File: src/hdl/lrc_pkg.sv
`default_nettype none

package lrc_pkg;

  // Byte codes that the scanner reacts to.
  localparam logic [7:0] ChCr = 8'h0D;
  localparam logic [7:0] ChLf = 8'h0A;
  localparam logic [7:0] ChBs = 8'h5C;

  // Result kinds as they appear on the output.
  localparam logic [1:0] KindChar = 2'd0;
  localparam logic [1:0] KindEol  = 2'd1;
  localparam logic [1:0] KindDone = 2'd2;

  localparam int unsigned MaxCharsWidth = 16;
  localparam logic [MaxCharsWidth-1:0] MaxCharsReset = 16'd1023;

  typedef enum logic [3:0] {
    MODE_NORMAL = 4'b0001,
    MODE_CR     = 4'b0010,
    MODE_BS     = 4'b0100,
    MODE_BS_CR  = 4'b1000
  } scan_mode_e;

  typedef struct packed {
    logic [7:0] data;
    logic [1:0] kind;
    logic       last;
  } result_t;

endpackage

`default_nettype wire

File: src/hdl/lrc_scan.sv
`default_nettype none

module lrc_scan #(
  parameter int unsigned COUNT_BITS = 16
) (
  input  wire logic [7:0]                          byte_i,
  input  wire logic                                eof_i,
  input  wire lrc_pkg::scan_mode_e                 mode_i,
  input  wire logic [COUNT_BITS-1:0]               count_i,
  input  wire logic [lrc_pkg::MaxCharsWidth-1:0]   max_chars_i,
  output lrc_pkg::scan_mode_e                      mode_o,
  output logic [COUNT_BITS-1:0]                    count_o,
  output logic [1:0]                               num_o,
  output lrc_pkg::result_t                         res0_o,
  output lrc_pkg::result_t                         res1_o
);

  localparam int unsigned CmpWidth =
      (COUNT_BITS > lrc_pkg::MaxCharsWidth) ? COUNT_BITS : lrc_pkg::MaxCharsWidth;

  logic can_keep;
  logic normal_path;
  logic keep;
  logic close_line;

  // A character is kept only below both the register limit and counter saturation.
  assign can_keep = (CmpWidth'(count_i) < CmpWidth'(max_chars_i)) && (count_i != '1);

  always_comb begin
    mode_o      = mode_i;
    count_o     = count_i;
    num_o       = 2'd0;
    res0_o      = '0;
    res1_o      = '0;
    normal_path = 1'b0;
    keep        = 1'b0;
    close_line  = 1'b0;

    if (eof_i) begin
      close_line = (mode_i == lrc_pkg::MODE_BS) || (mode_i == lrc_pkg::MODE_BS_CR) ||
                   ((mode_i == lrc_pkg::MODE_NORMAL) && (count_i != '0));
      if (close_line) begin
        res0_o.kind = lrc_pkg::KindEol;
        res1_o.kind = lrc_pkg::KindDone;
        res1_o.last = 1'b1;
        num_o       = 2'd2;
      end else begin
        res0_o.kind = lrc_pkg::KindDone;
        res0_o.last = 1'b1;
        num_o       = 2'd1;
      end
      mode_o  = lrc_pkg::MODE_NORMAL;
      count_o = '0;
    end else begin
      case (mode_i)
        lrc_pkg::MODE_CR, lrc_pkg::MODE_BS_CR: begin
          // An LF right after CR belongs to the same line break.
          if (byte_i == lrc_pkg::ChLf) begin
            mode_o = lrc_pkg::MODE_NORMAL;
          end else begin
            normal_path = 1'b1;
          end
        end
        lrc_pkg::MODE_BS: begin
          if (byte_i == lrc_pkg::ChCr) begin
            mode_o = lrc_pkg::MODE_BS_CR;
          end else if (byte_i == lrc_pkg::ChLf) begin
            mode_o = lrc_pkg::MODE_NORMAL;
          end else begin
            mode_o = lrc_pkg::MODE_NORMAL;
            keep   = 1'b1;
          end
        end
        default: begin
          normal_path = 1'b1;
        end
      endcase

      if (normal_path) begin
        if (byte_i == lrc_pkg::ChCr) begin
          count_o     = '0;
          mode_o      = lrc_pkg::MODE_CR;
          res0_o.kind = lrc_pkg::KindEol;
          res0_o.last = 1'b1;
          num_o       = 2'd1;
        end else if (byte_i == lrc_pkg::ChLf) begin
          count_o     = '0;
          mode_o      = lrc_pkg::MODE_NORMAL;
          res0_o.kind = lrc_pkg::KindEol;
          res0_o.last = 1'b1;
          num_o       = 2'd1;
        end else if (byte_i == lrc_pkg::ChBs) begin
          mode_o = lrc_pkg::MODE_BS;
        end else begin
          mode_o = lrc_pkg::MODE_NORMAL;
          keep   = 1'b1;
        end
      end

      if (keep && can_keep) begin
        count_o     = count_i + COUNT_BITS'(1);
        res0_o.data = byte_i;
        res0_o.kind = lrc_pkg::KindChar;
        res0_o.last = 1'b1;
        num_o       = 2'd1;
      end
    end
  end

endmodule

`default_nettype wire

File: src/hdl/line_reader_with_continuation.sv
// Channel   Direction  Handshake              Word
// in        input      in_valid_i/in_stall_o  in_byte_i, end_of_file_i
// out       output     out_valid_o/out_stall_i out_byte_o, kind_o, last_of_run_o
// cfg       input      cfg_valid_i/cfg_ready_o cfg_data_i (max_line_chars)
//
// Each input word is scanned in the cycle it is accepted; its results appear on the
// output from the next cycle. One word per cycle is sustained while the output is not
// stalled and each word yields at most one result; an end-of-file word that yields two
// results fills the two-entry result buffer and stalls input until one has left. Reset
// clears the scan state and the buffer and loads a capacity of 1023. A stalled output
// holds its word, and input is stalled only when the buffer could not take two results.
`default_nettype none

module line_reader_with_continuation #(
  parameter int unsigned COUNT_BITS = 16
) (
  input  wire logic                               clk_i,
  input  wire logic                               rst_ni,
  input  wire logic                               in_valid_i,
  output logic                                    in_stall_o,
  input  wire logic [7:0]                         in_byte_i,
  input  wire logic                               end_of_file_i,
  output logic                                    out_valid_o,
  input  wire logic                               out_stall_i,
  output logic [7:0]                              out_byte_o,
  output logic [1:0]                              kind_o,
  output logic                                    last_of_run_o,
  input  wire logic                               cfg_valid_i,
  output logic                                    cfg_ready_o,
  input  wire logic [lrc_pkg::MaxCharsWidth-1:0]  cfg_data_i
);

  logic [lrc_pkg::MaxCharsWidth-1:0] max_chars_q;
  lrc_pkg::scan_mode_e               mode_q, mode_d;
  logic [COUNT_BITS-1:0]             count_q, count_d;
  logic [1:0]                        fill_q, fill_d;
  lrc_pkg::result_t                  head_q, head_d, tail_q, tail_d;
  lrc_pkg::result_t                  res0, res1;
  logic [1:0]                        num_res;
  logic                              accept;
  logic                              pop;

  assign cfg_ready_o = 1'b1;

  always_ff @(posedge clk_i or negedge rst_ni) begin
    if (!rst_ni) begin
      max_chars_q <= lrc_pkg::MaxCharsReset;
    end else if (cfg_valid_i) begin
      max_chars_q <= cfg_data_i;
    end
  end

  lrc_scan #(
    .COUNT_BITS (COUNT_BITS)
  ) u_scan (
    .byte_i      (in_byte_i),
    .eof_i       (end_of_file_i),
    .mode_i      (mode_q),
    .count_i     (count_q),
    .max_chars_i (max_chars_q),
    .mode_o      (mode_d),
    .count_o     (count_d),
    .num_o       (num_res),
    .res0_o      (res0),
    .res1_o      (res1)
  );

  assign out_valid_o = (fill_q != 2'd0);
  assign pop         = out_valid_o && !out_stall_i;
  // The buffer must be empty once this cycle's pop is done, so two results always fit.
  assign in_stall_o  = !((fill_q == 2'd0) || ((fill_q == 2'd1) && !out_stall_i));
  assign accept      = in_valid_i && !in_stall_o;

  always_comb begin
    fill_d = fill_q;
    head_d = head_q;
    tail_d = tail_q;
    if (accept) begin
      fill_d = num_res;
      head_d = res0;
      tail_d = res1;
    end else if (pop) begin
      fill_d = fill_q - 2'd1;
      head_d = tail_q;
    end
  end

  always_ff @(posedge clk_i or negedge rst_ni) begin
    if (!rst_ni) begin
      mode_q  <= lrc_pkg::MODE_NORMAL;
      count_q <= '0;
      fill_q  <= 2'd0;
    end else begin
      fill_q <= fill_d;
      if (accept) begin
        mode_q  <= mode_d;
        count_q <= count_d;
      end
    end
  end

  always_ff @(posedge clk_i) begin
    head_q <= head_d;
    tail_q <= tail_d;
  end

  assign out_byte_o    = head_q.data;
  assign kind_o        = head_q.kind;
  assign last_of_run_o = head_q.last;

endmodule

`default_nettype wire

File: config.mk
export PLATFORM = sky130hd
export DESIGN_NAME = line_reader_with_continuation
export DESIGN_NICKNAME = d
export VERILOG_FILES = /design/src/hdl/lrc_pkg.sv /design/src/hdl/lrc_scan.sv /design/src/hdl/line_reader_with_continuation.sv
export SDC_FILE = /design/constraint.sdc
export NUM_CORES = 1
export LEC_CHECK = 0
export BUFFER_PORTS_ARGS = -buffer_cell sky130_fd_sc_hd__buf_2
export CORE_MARGIN = 2
export CORE_UTILIZATION = 31
export CTS_CLUSTER_SIZE = 40
export DETAILED_ROUTE_END_ITERATION = 6
export SLEW_MARGIN = 10
export SYNTH_ARGS = -nofsm -noshare
export SYNTH_HDL_FRONTEND = slang
export SYNTH_SLANG_ARGS = --single-unit
File: constraint.sdc
create_clock -name clk_i -period 2.3 [get_ports clk_i]
set_clock_uncertainty 0.1 [all_clocks]
set_input_delay 0.345 -clock clk_i [delete_from_list [all_inputs] [get_ports clk_i]]
set_output_delay 0.345 -clock clk_i [all_outputs]
set_load 0.005 [all_outputs]
Word-level counts from Yosys, hierarchy flattened
Index checks and enable logic that the tools add are counted.

word-level totals
  register bits = 52
  word-level logic and storage cells = 85
  output and inout port bits = 14

operators by class
  add/sub/neg operators = 2
  mux-type cells = 42
  eq/ne operators = 10
  reduce and logical (&&, ||, !) cells = 21
  $lt $le $gt $ge = 1

operators with widths
  kind                     number
  $mux W16                 5
  $mux W11                 3
  $mux W4                  6
  $mux W2                  9
  $add A16 B1 Y16 const B  1
  $eq A8 B4 Y1 const B     2
  $lt A16 B16 Y1           1
  $ne A16 B16 Y1 const B   1
  $reduce_bool A16 Y1      1
  $mux W3                  5
  $mux W1                  11
  $eq A8 B7 Y1 const B     1
  $mux W8                  1
  $pmux W4 S2              1
  $reduce_bool A4 Y1       2
  $logic_and A1 B1 Y1      6
  $reduce_and A3 Y1        2
  $eq A4 B1 Y1 const B     1
  $eq A4 B2 Y1 const B     1
  $eq A4 B3 Y1 const B     1
  $eq A4 B4 Y1 const B     1
  $ne A4 B2 Y1 const B     1
  $reduce_bool A2 Y1       2
  $logic_or A1 B1 Y1       3
  7 further kinds          8

Logic depth before layout (Yosys ltp)
  word-level depth = 13
  gate-level depth with buffers = 10
  depth with buffers taken out = 9

Cells and area by module
Synthesis repeated with hierarchy kept, for this count alone.

unflattened totals
  cell total of the unflattened synthesis = 351
  area, all modules = 3779.9 um2

by module, submodules not included
  module                         seq. area each (um2)  times used  cells each  area each (um2)
  line_reader_with_continuation  1625.3                1           132         2359.8
  lrc_scan                       0.0                   1           219         1420.1

Worst setup path before layout
OpenSTA, ideal clock, no wires.

  path type = register to register
  start = reg max_chars_q[9] in the netlist's numbering
  end = reg head_q (netlist bit last_of_run_o) (data pin)
  setup slack = -112 ps
  library setup time = 266 ps
  arrival = 2045 ps
  cell stages (with the launch flop) = 11
  path buffers = 1
  period minus slack after synthesis = 2412 ps
  data required time = 1934 ps
  path through = dfstp_2 inv_1 ha_1 nand2_1 nor3_1 or4b_1 nand4_4 o21bai_4 nand2_2 buf_6 o21ai_1

RTL lines
  element                 line                                  RTL
  start, declared         line_reader_with_continuation.sv:33   logic [lrc_pkg::MaxCharsWidth-1:0] max_chars_q;
  start signal, assigned  line_reader_with_continuation.sv:47   max_chars_q <= lrc_pkg::MaxCharsReset;
  start signal, assigned  line_reader_with_continuation.sv:49   max_chars_q <= cfg_data_i;
  end signal, assigned    line_reader_with_continuation.sv:103  head_q <= head_d;
  end, declared           line_reader_with_continuation.sv:37   lrc_pkg::result_t head_q, head_d, tail_q, tail_d;

Final worst setup path
  start = reg max_chars_q[9] in the netlist's numbering
  end = reg head_q (netlist bit out_byte_o[1]) (data pin)

between the ends
  longest elaborated chain between the ends = 6

ends and longest elaborated chain
  element              line                                 RTL
  $lt A16 B16 Y1       lrc_scan.sv:27                       assign can_keep = (CmpWidth'(count_i) < CmpWidth'(max_chars_i)) && (count_i != '1);
  $logic_and A1 B1 Y1  lrc_scan.sv:27
  $logic_and A1 B1 Y1  lrc_scan.sv:100                      if (keep && can_keep) begin
  $mux W11             lrc_scan.sv:100
  $mux W8              lrc_scan.sv:39                       if (eof_i) begin
  $mux W11             line_reader_with_continuation.sv:78  if (accept) begin

No other way between the ends.
A chain may end at the register's enable or synchronous reset.

==> metrics.txt <==
die area=10100 sq um; Num CTS Buffers=5; commonest non-fill, non-tap cell in the layout=buf_4; max-slew violations=0; RSZ-0062 raised after global routing=yes; DR iter-0 viols=92; Max-cap violations=0; Port Buf Inserts=42; synthesized cell area=2870 sq um; CP Capture Type=register; Hold Slack=-20.2 ps; transition time of the tightest slew-check pin=731 ps; achievable frequency=0.400 GHz; via count=2467; CTS H-tree depth=2; CP startpoint kind=register; Data arrival, critical path=2460 ps; Total Wirelength=6.71 mm; clock sinks=50; Via density=4.89; part of the Yosys area used for sequential elements=46.1%; fill count=856; Starting Density=31.6%; Pre-antenna DRT Iters=4; Finished Core Util=43.8%; largest net degree at the start of global routing=32; final worst slack=-198 ps; Area growth syn-to-layout=38.7%; Cells after Synth=293; Net Count, Synth=342; Rows=35; height of the die=100 microns; CTS tree=built; WP data required=2260 ps; Finish-stage setup viols=26; initial antenna violation count=0; HP Class=primary input to asynchronous set/reset pin; endpoints failing hold=12; worst vdd ir=0.000287 V; global placement routability congestion=0.881; Seq cells post-synth=50; synth warn=0; core region area=9110 sq um; Avg Inst Size Synth=9.81 sq um; Nets=441; crit-path max FO=6; P_leak=0.00181 uW; first-pass GRT wire length=11.7 mm; WL/cell=13.3 microns; Clock Tree Buf Depth=2; Detail Route Antenna Nets=0; status=finished with violations; Slew headroom=51.3%; failing checks=negative hold slack, negative setup slack; Post-synth EDFFs=12; share of flip-flops with an asynchronous set or reset=76.0%; power density over cell area=682 nW/um^2; placed wire-length estimate=4.90 mm; Antenna diodes=0; post-route clock period utilization=109%; root buf cell=clkbuf_8; grt ovf=0; top_reg_cell synth=dfrtp_1; Yosys cell types=57; IO Count=44; Post-route DRC=0; vias in the first global route=2551; Clk Latency, worst-skew pair=310 ps; dpl ws=-276 ps; Overall Global Routing Usage=14.4%; Period minus WS final=2500 ps; Die X=100 microns; most frequent cells in the layout=buf_4, buf_2, nand2_1, dfrtp_1, o21ai_0; share of layout cells above drive strength 1=41.2%; CTS clk-pin slew, worst paths=100 ps; critical path type=register to register
[logic make-up after synthesis]
kind of cell,count (synthesis),synth area share [%]
AO/OA/AOI/OAI,68,16.2
XOR/XNOR,3,0.914
adder cells (fa/ha/maj),19,8.27
buffers and inverters,36,5.18
flip-flops,50,46.1
multiplexers,5,1.87
other,1,0.130
AND/OR/NAND/NOR,111,21.3
[metal layers]
layer	global-route usage, %	vias up	share of wire (%)
met2	24.7	41	49
met4	4.43	0	1.6
met5	0	-	0
met3	1.95	9	2.5
li1	-	1249	-
met1	18.8	1168	47
[final timing paths]
check                                                start                     endpoint  slack (ps)  cells after the start
min in group clk_i                          cfg_data_i[11]  max_chars_q[11]$_DFFE_PN0P_         140                      3
max in group asynchronous                           rst_ni   max_chars_q[0]$_DFFE_PN1P_        1430                      2
worst min-delay path                                rst_ni  max_chars_q[11]$_DFFE_PN0P_         -20                      1
worst min register to register       mode_q[0]$_DFFE_PN1P_        mode_q[0]$_DFFE_PN1P_         420                      2
worst max-delay path            max_chars_q[9]$_DFFE_PN1P_  out_byte_o[1]$_SDFFCE_PP0P_        -200                      9
worst max register to register  max_chars_q[9]$_DFFE_PN1P_  out_byte_o[1]$_SDFFCE_PP0P_        -200                      9
[state kept, by name, indices dropped and copies added (netlist names)]
signal,cells
count_q,16
out_byte_o,8
last_of_run_o,1
max_chars_q,16
tail_q,1
kind_o,2
fill_q,2
mode_q,4
[power by group]
group | internal (uW) | switching, uW
combinational | 508 | 528
sequential | 1100 | 69.6
clock | 217 | 294
[synthesized netlist by cell type (4+ instances only)]
cell type / n / area, sq um
edfxtp_1: 12 / 360
ha_1: 19 / 238
nand2b_1: 5 / 31.3
dfrtp_1: 27 / 676
nand4_1: 8 / 50.1
dfstp_2: 11 / 289
a22o_1: 9 / 78.8
nand2_1: 33 / 124
nor2_1: 11 / 41.3
nand3_1: 10 / 50.1
and2_1: 9 / 56.3
nor3b_1: 5 / 37.5
inv_1: 25 / 93.8
clkbuf_1: 6 / 22.5
a21oi_1: 10 / 50.1
o21ai_0: 26 / 130
a21o_1: 4 / 30.0
nor3_1: 10 / 50.1
[worst max-delay path: stages, from the launching register on]
cell and delay [ps]:
dfstp_2 540, inv_2 40, ha_4 270, nand2_4 50, nor3_4 170, or4b_4 490
nand4_4 170, nor4_4 80, buf_4 190, and2_4 130
[through the flow]
step                      power [uW]  cells  TNS, ps  cell area, sq um  hold slack [ps]
final                           2720    504    -3410              3990            -20.2
after global placement          2040    489    -3380              3590              343
after CTS                       2670    502    -2280              3860             9.79
after floorplan                 1660    293     -268              2900            -50.6
after detailed placement        2060    489    -3980              3590              351
after global routing            2920    504    -6110              3990             36.4
[what timing repair did]
| item | 4_1_cts | 5_1_grt |
|---|---|---|
| setup buffers | 6 | 2 |
| pin swaps | 26 | 19 |
| cloned | 1 | 0 |
| gates resized for setup | 29 | 22 |
| setup endpoints to repair | 26 | 28 |
| hold buffers | 0 | 0 |
[layout make-up]
type | instances | area [sq um] | share of cell area (%)
clock inverter | 1 | 6.26 | 0.157
sequential | 50 | 1330 | 33.2
timing repair buffer | 102 | 703 | 17.6
multi-input combinational | 207 | 1640 | 41.1
clock buffer | 7 | 76.3 | 1.92
inverter | 26 | 97.6 | 2.45
tap | 111 | 139 | 3.49
No activity file was read; power rests on OpenSTA's default activity.
